--- src/rtl/sac_ram.sv ---
module sac_ram #(
    parameter int WIDTH  = 8,
    parameter int DEPTH  = 16,
    parameter int ADDR_W = (DEPTH > 1) ? $clog2(DEPTH) : 1
) (
    input  logic              i_clk,
    input  logic              i_we,
    input  logic [ADDR_W-1:0] i_waddr,
    input  logic [WIDTH-1:0]  i_wdata,
    input  logic [ADDR_W-1:0] i_raddr,
    output logic [WIDTH-1:0]  o_rdata
);

    logic [WIDTH-1:0] r_mem [DEPTH];
    logic [WIDTH-1:0] r_rdata;

    always_ff @(posedge i_clk) begin
        if (i_we) begin
            r_mem[i_waddr] <= i_wdata;
        end
        r_rdata <= r_mem[i_raddr];
    end

    assign o_rdata = r_rdata;

endmodule

--- config.mk ---
export PLATFORM = sky130hd
export DESIGN_NAME = sac_ram
export DESIGN_NICKNAME = d
export VERILOG_FILES = /design/src/rtl/sac_ram.sv
export SDC_FILE = /design/constraint.sdc
export NUM_CORES = 1
export LEC_CHECK = 0
export BUFFER_PORTS_ARGS = -buffer_cell sky130_fd_sc_hd__buf_4
export CORE_MARGIN = 2
export CORE_UTILIZATION = 54
export CTS_CLUSTER_SIZE = 30
export DETAILED_ROUTE_END_ITERATION = 12
export PLACE_DENSITY_LB_ADDON = 0.05
export SLEW_MARGIN = 25
export SYNTH_ARGS = -nofsm -noshare
export SYNTH_HDL_FRONTEND = slang
export SYNTH_SLANG_ARGS = --single-unit
--- constraint.sdc ---
create_clock -name i_clk -period 1.5 [get_ports i_clk]
set_input_delay 0.075 -clock i_clk [delete_from_list [all_inputs] [get_ports i_clk]]
set_output_delay 0.075 -clock i_clk [all_outputs]
set_load 0.01 [all_outputs]
After elaboration in Yosys (flattened, before gate mapping)

Memories as Yosys holds them, arrays and structs flattened. A register that Yosys moved wholly into a read port is not among the register bits.
Index checks and enable logic that the tools add are counted.

Register bits after elaboration: 0
Memory bits (writable): 128
Input port bits: 18
Output and inout bits: 8
Word-level logic and storage cells: 3
Memories kept: 1

Memory list:

| memory | words | bits a word | rd ports | clocked after memory_dff | write ports | line | source |
|---|---|---|---|---|---|---|---|
| r_mem  | 16    | 8           | 1        | 1                        | 1           | 14   | `logic [WIDTH-1:0] r_mem [DEPTH];` |

Mux-type cells: 2

Operator list:

| operator | number |
|---|---|
| $mux W1  | 2 |

Depth between registers and ports, before layout

Depth after elaboration: 2
Depth in mapped cells: 5
Mapped depth without buffers: 3

Worst setup path after synthesis

Ideal clock, no wire load.

Kind: input -> register
Start point: in i_waddr[2]
End point: mem r_mem[0][0], enable pin
Setup time: 0.383 ns
Data arrival time: 1.185 ns
Data required time: 1.117 ns
Slack: -0.068 ns
Cell stages on the path: 2
Path buffers: 0
Cell sequence: or3b_2 nor3_1

RTL lines:

| element     | line | source |
|---|---|---|
| from (decl) | 8    | `input logic [ADDR_W-1:0] i_waddr,` |
| to (decl)   | 14   |  |

No word-level cell before the write port.

==> run summary <==
Maximum fanout encountered on the critical timing path: 1
Type of destination of the critical path: register
Least-Margin Pin Slew: 0.374 ns
IO Pins: 26
Arrival time of data at the critical path endpoint: 1.80 ns
Library cell with the largest summed area after synthesis: edfxtp_1
Die ar.: 10300 um2
Cell variety after synth: 19
CTS root buf: clkbuf_8
Post-synthesis mux area share: 15.0%
Req. time, crit path: 1.87 ns
Starting Density: 55.7%
Power spent charging and discharging nets: 1.77 mW
Routed len/inst: 21.4 um
Most frequent cells in the layout: edfxtp_1, buf_4, mux4_2
Area fraction in compound gates after synthesis: 2.33%
Sequential cell fraction of total power: 51.7%
Lkg Pwr: 2.14 nW
Sequential element share of the synthesized area: 77.8%
Total power density per cell area: 1320 nW/um2
Half-perimeter wire length of the detailed placement result: 6150 um
Achievable clock frequency: 700 MHz
Number of enable-type register cells in the synthesized netlist: 128
Maximum buffer depth of the clock tree: 2
Yosys warnings: 0
Largest family of logic cells by synthesized area: multiplexers
XOR/XNOR share of the synthesized area: 0%
Core region area: 9240 um2
Resized cells post-CTS: 0
Total Routing Usage GR: 20.5%
Most frequent standard cell in the layout excluding fill and tap cells: edfxtp_1
Post-synthesis simple-gate area fraction: 3.18%
Final Max Slew Viols: 0
Number of endpoints failing setup at the final stage: 0
DRC Markers: 0
Antenna diode instance count: 0
TritonCTS clock tree: built
Horizontal die dimension: 102 um
Overflow left after global routing: 0
Number of rows created at floorplan: 35
Startpoint Class: register
DR vias/cell: 5.63
Layout fillers: 604
IR drop worst, VDD: 0.737 mV
Syn nets: 247
Final Critical Period: 1.43 ns
Worst skew pair latency: 0.51 ns
Aggregate routed wire length: 9390 um
Slowest-stage cell, CP: mux4_1
Fraction of the mapped netlist area in adder cells: 0%
Cell Chain, Critical Path: mux4_1 > a22oi_1 > nand2_1
Clock-pin slew on the worst setup and hold paths: 0.06 ns
Maxcap violations: 0
Fin util: 67.7%
Post-route ant nets: 0
Vias: 2465
Synth top area share: 74.7%
Internal power summed over all cells: 6.50 mW
Combinational share of power: 5.6%
CP Buf/Inv Count: 0
Switching share of power: 21.4%
Post-synthesis average cell area: 22.5 um2
Total Negative Setup Slacks: 0 ns
Final hold violation count: 0
Initial antenna violation count: 0
Predominant post-synthesis flop cell: edfxtp_1
Share of the clock period used by the worst path after layout: 95.3%
Gate family responsible for the most delay along the worst path: multiplexers
Number of cells produced by synthesis: 229
Cell types with the largest area share after synthesis: edfxtp_1, mux4_2, mux4_1
Die boundary height: 102 um
Delay of the slowest critical-path stage: 0.55 ns
Deepest level of the CTS H-tree: 4
Asr flop ratio synth: 0%
Pin count of the biggest net entering global routing: 23
Crit Path Class: register to register
Min-delay worst type: input port to register
Number of global-route vias before repair: 2556
Number of clock sinks seen by CTS: 136
Number of buffers created by CTS: 17
Worst Clk Skew: 0.0108 ns
First-pass GRT wire length: 14700 um
Number of iterations in the first detailed-routing pass: 4
Clock share of power: 42.7%
Number of port buffers: 25
Status: finished clean
Max-slew headroom: 75.1%
Final RePlAce weighted congestion: 0.744
Flops & latches, synth: 136
Fraction of layout cells with a size suffix above 1: 33.0%
Post-Syn Area: 5150 um2
Total number of nets in the final design: 315
DR iter-0 viols: 132
Area added between synthesis and finish: 21.6%
RSZ-0062 raised after global routing: false
worst min-delay path: cells and delay by family:
| family | cells | cell delay, ns |
|---|---|---|
| buf+inv | 2 | 0.30 |
| simple gates | 1 | 0.05 |
repair_timing:
item / in CTS / in global routing
endpoints found under the setup margin: 0 / 0
hold buffers: 8 / 0
buffers inserted: 0 / 0
hold endpoints to repair: 128 / 0
power by group through the flow:
| stage | sequential [mW] | combinational [mW] | clock (mW) |
|---|---|---|---|
| after floorplan | 4.36 | 0.216 | 0 |
| after global placement | 4.35 | 0.448 | 0 |
| after detailed placement | 4.35 | 0.453 | 0 |
| after CTS | 4.28 | 0.470 | 3.61 |
| after global routing | 4.28 | 0.504 | 3.78 |
| final | 4.28 | 0.462 | 3.54 |
sequential cells by signal (all words and copies together) (netlist names):
signal and cells:
o_rdata 8, r_mem 128
Yosys cell counts, types with 2 or more instances:
cell type and number:
edfxtp_1 128, mux4_2 18, a22oi_1 16, mux4_1 14, nor2_1 13, nand2_1 9
dfxtp_1 8, nor3_1 4, buf_2 3, buf_6 3, clkdlybuf4s25_2 3, nand2b_1 2
nand3b_1 2
path summary, 6_finish.rpt:
| path | from | end | slack, ns | cells past startpoint |
|---|---|---|---|---|
| worst min register to register | r_mem[8][4]$_DFFE_PP_ | o_rdata[4]$_DFF_P_ | 0.67 | 3 |
| worst min-delay path | i_waddr[1] | r_mem[0][2]$_DFFE_PP_ | 0.1 | 3 |
| worst max register to register | r_mem[5][0]$_DFFE_PP_ | o_rdata[0]$_DFF_P_ | 0.07 | 3 |
| worst max-delay path | r_mem[5][0]$_DFFE_PP_ | o_rdata[0]$_DFF_P_ | 0.07 | 3 |
kinds of logic (layout without fill, tap and decap cells):
family                 count (synthesis)  count (layout)
flip-flops                           136             136
AND/OR/NAND/NOR                       35              35
multiplexers                          32              32
AO/OA/AOI/OAI                         16              16
buffers and inverters                 10              90
layout make-up:
class	count	area [um2]	share of cell area, %
Tap cell	129	161	2.58
Multi-Input combinational cell	83	1060	17.0
Timing Repair Buffer	59	513	8.20
Clock inverter	14	104	1.66
Clock buffer	17	414	6.62
Sequential cell	136	4000	64.0
layer usage:
metal | up-vias | track usage, % | part of all wire (%)
li1 | 1107 | - | -
met4 | 0 | 6.65 | 0.79
met2 | 78 | 31.8 | 50
met5 | - | 0 | 0
met3 | 6 | 5.45 | 4.7
met1 | 1274 | 29.0 | 44
per-stage QoR:
stage	cells	worst slack (ns)	total power [mW]	area (um2)	hold slack (ns)
after global placement	399	0.0282	4.80	5660	0.386
final	438	0.0709	8.27	6260	0.0962
after floorplan	229	0.159	4.57	5150	0.174
after global routing	438	0.0149	8.57	6260	0.0745
after CTS	438	0.0602	8.35	6260	0.0749
after detailed placement	399	0.0172	4.81	5660	0.394
(Power assumes the default switching activity.)
