===== config.mk =====
export PLATFORM = sky130hd
export DESIGN_NAME = sac_rmod
export DESIGN_NICKNAME = d
export VERILOG_FILES = /design/src/rtl/sac_pkg.sv /design/src/rtl/sac_rmod.sv
export SDC_FILE = /design/constraint.sdc
export NUM_CORES = 1
export LEC_CHECK = 0
export ABC_AREA = 1
export BUFFER_PORTS_ARGS = -buffer_cell sky130_fd_sc_hd__buf_2
export CAP_MARGIN = 30
export CELL_PAD_IN_SITES_DETAIL_PLACEMENT = 2
export CELL_PAD_IN_SITES_GLOBAL_PLACEMENT = 2
export CORE_MARGIN = 10
export CORE_UTILIZATION = 34
export CTS_CLUSTER_SIZE = 8
export DETAILED_ROUTE_END_ITERATION = 16
export HOLD_SLACK_MARGIN = 0.08
export PLACE_DENSITY_LB_ADDON = 0.2
export SYNTH_ARGS = -nofsm -noshare
export SYNTH_HDL_FRONTEND = slang
export SYNTH_SLANG_ARGS = --single-unit

===== constraint.sdc =====
create_clock -name i_clk -period 6.95 [get_ports i_clk]
set_clock_uncertainty 0.1 [all_clocks]
set_input_delay 1.0425 -clock i_clk [delete_from_list [all_inputs] [get_ports i_clk]]
set_output_delay 1.0425 -clock i_clk [all_outputs]
set_load 0.01 [all_outputs]

===== src/rtl/sac_pkg.sv =====
package sac_pkg;

    localparam int ADDR_W  = 64;
    localparam int STAMP_W = 64;
    localparam int SEED_W  = 32;

    localparam logic [SEED_W-1:0] LCG_MUL    = 32'd1664525;
    localparam logic [SEED_W-1:0] LCG_ADD    = 32'd1013904223;
    localparam logic [SEED_W-1:0] SEED_RESET = 32'h9e3779b9;

    localparam logic [3:0] LINE_LOG2_MAX = 4'd12;

    // Remainder unit retires this many dividend bits per cycle.
    localparam int RMOD_STEPS = 4;

    typedef enum logic [1:0] {
        CFG_POLICY    = 2'd0,
        CFG_LINE_LOG2 = 2'd1,
        CFG_SET_LOG2  = 2'd2,
        CFG_WAYS      = 2'd3
    } t_cfg_idx;

    localparam logic [1:0] POL_LRU    = 2'd0;
    localparam logic [1:0] POL_FIFO   = 2'd1;
    localparam logic [1:0] POL_RANDOM = 2'd2;

    localparam logic [1:0] RST_POLICY    = POL_LRU;
    localparam logic [3:0] RST_LINE_LOG2 = 4'd6;
    localparam logic [2:0] RST_SET_LOG2  = 3'd4;
    localparam logic [3:0] RST_WAYS      = 4'd4;

    typedef struct packed {
        logic [ADDR_W-1:0]  tag;
        logic [STAMP_W-1:0] use_st;
        logic [STAMP_W-1:0] ins_st;
    } t_way;

endpackage


===== src/rtl/sac_rmod.sv =====
module sac_rmod #(
    parameter int DIV_W = 4
) (
    input  logic                      i_clk,
    input  logic                      i_rst_n,
    input  logic                      i_start,
    input  logic [sac_pkg::SEED_W-1:0] i_value,
    input  logic [DIV_W-1:0]          i_divisor,
    output logic                      o_done,
    output logic [DIV_W-1:0]          o_rem
);
    import sac_pkg::*;

    localparam int CYCLES = SEED_W / RMOD_STEPS;
    localparam int CNT_W  = $clog2(CYCLES + 1);

    logic [SEED_W-1:0] r_val, n_val;
    logic [DIV_W-1:0]  r_rem, n_rem;
    logic [DIV_W-1:0]  r_div;
    logic [CNT_W-1:0]  r_cnt;
    logic              r_run;
    logic              r_done;
    logic [DIV_W:0]    acc;

    // Restoring remainder, most significant bits first. The partial
    // remainder stays below the divisor, so one compare-subtract suffices.
    always_comb begin
        n_val = r_val;
        n_rem = r_rem;
        acc   = '0;
        for (int k = 0; k < RMOD_STEPS; k++) begin
            acc = {n_rem, n_val[SEED_W-1]};
            n_val = {n_val[SEED_W-2:0], 1'b0};
            if (acc >= {1'b0, r_div}) begin
                acc = acc - {1'b0, r_div};
            end
            n_rem = acc[DIV_W-1:0];
        end
    end

    always_ff @(posedge i_clk) begin
        if (!i_rst_n) begin
            r_run  <= 1'b0;
            r_done <= 1'b0;
            r_cnt  <= '0;
        end else begin
            r_done <= 1'b0;
            if (i_start) begin
                r_run <= 1'b1;
                r_cnt <= '0;
                r_val <= i_value;
                r_rem <= '0;
                r_div <= i_divisor;
            end else if (r_run) begin
                r_val <= n_val;
                r_rem <= n_rem;
                r_cnt <= r_cnt + 1'b1;
                if (r_cnt == CNT_W'(CYCLES - 1)) begin
                    r_run  <= 1'b0;
                    r_done <= 1'b1;
                end
            end
        end
    end

    assign o_done = r_done;
    assign o_rem  = r_rem;

endmodule


# Yosys cells after proc, flatten, opt, wreduce, memory -nomap -nowiden
# Cells that the tools add are included.
[totals] in_bits=39 out_inout_bits=5 elab_cells=34 ff_bits=46
[op_classes] n_addsub=5 n_bitwise=2 eq_ne=1 n_reduce_logical=5 mux=11 magnitude_cmp=4
[op_table] op="two-way mux 32 bit" n=2
[op_table] op="greater-or-equal comparator 5 x 4 -> 1 bit" n=4
[op_table] op="two-way mux 4 bit" n=5
[op_table] op="subtractor 4 bit" n=4
[op_table] op="adder 4 x 1 -> 4 bit, second input constant" n=1
[op_table] op="== test 4 x 3 -> 1 bit, second input constant" n=1
[op_table] op="two-way mux 1 bit" n=4
[op_table] op="AND reduction 2 bit" n=2
[op_table] op="OR reduction 3 bit" n=1
[op_table] op="NOT 1 bit" n=2
[op_table] op="nonzero test 2 bit" n=1
[op_table] op="OR reduction 2 bit" n=1

# Longest topological paths before layout
[logic_depth] word_depth=9 mapped_depth=40 depth_no_buf=40

# Worst setup path after synthesis
# OpenSTA, ideal clock, no wires.
[synth_path] path_type="register to register" start="register r_div[1]" end="register r_rem[3], in the netlist o_rem[3] (data pin)" setup_ns=0.250 setup_slack_ns=1.438 stages_incl_launch_ff=40 arrival_ns=5.162 period_less_slack_ns=5.512 path_buffers=0 t_required_ns=6.600 path_cell_list="edfxtp_1 inv_1 ha_1 nand2_1 clkinv_1 nand2_1 nand2_2 nand2_4 nand2_4 nand2_1 nand2_1 ha_1 nand2_1 nor3_1 nor2_4 nand2_4 nand2_1 nand2_1 (+4 left out) a211oi_1 o21a_1 inv_1 nor2_1 nand3_1 nand2_1 inv_1 ha_1 nand2_1 nor2_1 a211oi_1 nor2_1 nor3_1 inv_1 nor2_1 nand3_1 nand2_1 nor2_1"
[synth_via] elab_chain_len=9 word_cells_on_any_way=13 cone_classes="add/sub (4); order compare (4); mux (5)"
[synth_lines] element="start, declared" line="sac_rmod.sv:19" source="logic [DIV_W-1:0] r_div;"
[synth_lines] element="start signal, assigned" line="sac_rmod.sv:53" source="r_div <= i_divisor;"
[synth_lines] element="subtractor 4 bit or greater-or-equal comparator 5 x 4 -> 1 bit (tied branches)" line="sac_rmod.sv:35, sac_rmod.sv:34"
[synth_lines] element="two-way mux 4 bit" line="sac_rmod.sv:34" source="if (acc >= {1'b0, r_div}) begin"
[synth_lines] element="subtractor 4 bit or greater-or-equal comparator 5 x 4 -> 1 bit (tied branches)" line="sac_rmod.sv:35, sac_rmod.sv:34"
[synth_lines] element="two-way mux 4 bit" line="sac_rmod.sv:34"
[synth_lines] element="greater-or-equal comparator 5 x 4 -> 1 bit or subtractor 4 bit (tied branches)" line="sac_rmod.sv:34, sac_rmod.sv:35"
[synth_lines] element="two-way mux 4 bit" line="sac_rmod.sv:34"
[synth_lines] element="subtractor 4 bit or greater-or-equal comparator 5 x 4 -> 1 bit (tied branches)" line="sac_rmod.sv:35, sac_rmod.sv:34"
[synth_lines] element="two-way mux 4 bit *" line="sac_rmod.sv:34"
[synth_lines] element="two-way mux 4 bit *" line="sac_rmod.sv:54" source="end else if (r_run) begin"
[synth_lines] element="end signal, assigned" line="sac_rmod.sv:56" source="r_rem <= n_rem;"
[synth_lines] element="end, declared" line="sac_rmod.sv:18" source="logic [DIV_W-1:0] r_rem, n_rem;"
# Every way passes the cells marked *; elsewhere a longest branch is shown, timed or not. The select of a mux whose other input is x is not followed.
# A chain may end at the register's enable or synchronous reset.

# Worst setup path in the final report
# Ends and elaborated chain as after synthesis.

==> impl_metrics.env <==
export IMPL_status="complete, no violations"
export IMPL_synthTopCellsByCount="nand2_1 (127), edfxtp_1 (40), inv_1 (40), nor2_1 (18), ha_1 (17)"
export IMPL_critPathKind="flop to flop"
export IMPL_num_antenna_cells=0
export IMPL_critPathRequiredTime_ps=6920
export IMPL_syn2layout_area_growth_pct=15.33
export IMPL_grt_first_pass_wirelength_um=12390
export IMPL_netlist_top_cells_area="edfxtp_1 (43%), nand2_1 (17%), ha_1 (7.6%)"
export IMPL_maxCapViolCount=0
export IMPL_synth_area_um2=2816
export IMPL_cpMaxStageDelayCell="edfxtp_1"
export IMPL_synth_nets=383
export IMPL_max_stage_delay_ps=470
export IMPL_r2r_cells=39
export IMPL_r2r_slack_ps=800
export IMPL_chipWidth_um=111.0
export IMPL_yosysWarnings=0
export IMPL_core_rowCount=33
export IMPL_setup_viol=0
export IMPL_antenna_found_initial=0
export IMPL_fmax_ghz=0.1626
export IMPL_cts_setup_buffers=0
export IMPL_dp_hpwl_um=5878
export IMPL_grt_max_degree=37
export IMPL_clk_pin_slew_worst_paths_ps=90
export IMPL_clkLatencyLatePin_ps=300
export IMPL_wl_um=7217
export IMPL_ys_ff_latch=46
export IMPL_synth_area_leader_cell="edfxtp_1"
export IMPL_rsz0062_at_grt="no"
export IMPL_synth_edf_count=40
export IMPL_layout_nets=428
export IMPL_ys_flop_type="edfxtp_1"
export IMPL_overflow=0
export IMPL_end_kind="flop"
export IMPL_first_global_vias=2590
export IMPL_clk_path_buf_depth=2
export IMPL_syn_inst=323
export IMPL_synthDominantCellAreaShare_pct=42.65
export IMPL_worst_pin_slew_ps=651.5
export IMPL_chipHeight_um=111.0
export IMPL_post_drt_wl_per_cell_um=15.26
export IMPL_slew_viol_final=0
export IMPL_min_path_cells=2
export IMPL_num_vias=2224
export IMPL_critPathMostFrequentCell="nand2_1"
export IMPL_htreeDepth=2
export IMPL_min_period_ps=6150
export IMPL_finalWeightedCongestion=0.8043
export IMPL_start_kind="flop"
export IMPL_synth_seq_area_share_pct=46.91
export IMPL_yosysMostFrequentCell="nand2_1"
export IMPL_start_util_pct=34.63
export IMPL_route_detailed_drc=0
export IMPL_clkSinkCount=46
export IMPL_crit_arrival_ps=6120
export IMPL_viasPerCell=4.702
export IMPL_cts_root_buf="clkbuf_8"
export IMPL_max_slew_margin_pct=56.56
export IMPL_drt_iter0_drc=71
export IMPL_ys_types=32
export IMPL_cts_tree="done"
export IMPL_cp_max_fo=6
export IMPL_antenna_left=0
export IMPL_globalRouteTotalUtil_pct=12.00
export IMPL_syn_area_per_cell_um2=8.720
export IMPL_core_um2=8134
export IMPL_min_period_over_period_pct=88.48
export IMPL_min_path_type="flop to flop"
export IMPL_portBuffers=43
export IMPL_async_flop_share_pct=0
export IMPL_finalHoldViolCount=0
export IMPL_first_pass_iters=4
export IMPL_fin_tns_setup_ps=0
export IMPL_dieArea_um2=12320
export IMPL_cts_buffers_inserted=5
export IMPL_ios=44
export IMPL_drive_above_1_share_pct=20.65
[state kept, by name, indices dropped and copies added, names as in the netlist]
name	count
o_done	1
r_div	4
r_run	1
r_cnt	4
o_rem	4
r_val	32
[per-stage QoR]
| stage | worst slack [ps] | instances | hold slack, ps | util (%) | area (um2) |
|---|---|---|---|---|---|
| after floorplan | 1438 | 323 | 368.2 | - | 2816 |
| final | 800.4 | 473 | 414.4 | 39.93 | 3248 |
| after global routing | 66.16 | 473 | 442.3 | 39.93 | 3248 |
| after CTS | 619.2 | 473 | 416.8 | 39.87 | 3243 |
| after detailed placement | 617.4 | 466 | 404.3 | 38.90 | 3164 |
| after global placement | 914.3 | 465 | 386.7 | 38.56 | 3137 |
[timing repair]
item                                    CTS  global route
endpoints found under the hold margin     0             0
endpoints found under the setup margin    0             2
resized for setup                         0             1
hold buffers                              0             0
[kinds of logic (layout without fill, tap and decap cells)]
group,count (synthesis),after routing,synth area share [%]
flops,46,46,46.91
simple gates,184,184,29.99
buf+inv,50,95,6.930
fa+ha+maj,21,21,10.40
xor+xnor,7,7,2.177
compound gates,15,15,3.599
[worst max-delay path: cells and delay by family (launching register included)]
| kind | cells | cell delay [ps] |
|---|---|---|
| DFF | 1 | 470 |
| and+or+nand+nor | 26 | 2650 |
| adders and majority gates | 4 | 1270 |
| buffers and inverters | 6 | 610 |
| AOI/OAI and AO/OA | 3 | 830 |
[final timing paths]
| check | startpoint | endpoint |
|---|---|---|
| setup / recovery | r_div[1] | o_rem[3] |
| hold / removal | r_val[6] | r_val[10] |
| setup reg to reg | r_div[1] | o_rem[3] |
| hold reg to reg | r_val[6] | r_val[10] |
[cells in the final DEF, fill, tap and decap left out, drive strengths merged]
cell type,count
nor3b,2
nand3b,1
a21oi,4
nand3,13
clkbuf,5
buf,45
a41oi,1
a211oi,2
fa,4
o21ai,5
dfxtp,6
xor2,5
o21a,1
ha,17
a31oi,1
edfxtp,40
nor2,21
clkinv,3
nor3,5
xnor2,2
nand4,2
o21bai,1
inv,42
nand2,140
[final cells by class]
class	count	area (um2)
fillers	947	4886
flip-flops and latches	46	1321
multi-input cells	227	1305
repair buffers	45	250.2
inverters	43	161.4
well taps	105	131.4
clock buffers	5	68.82
clock inverters	2	10.01
[routing by layer]
layer / global-route usage (%) / share of wire (%)
met1: 13.94 / 43
met2: 21.58 / 52
met3: 2.435 / 2.7
met4: 3.513 / 1.8
met5: 0 / 0
Power is not shown: default switching activity piles up to over one toggle a cycle in this logic, so the estimate is an artifact.
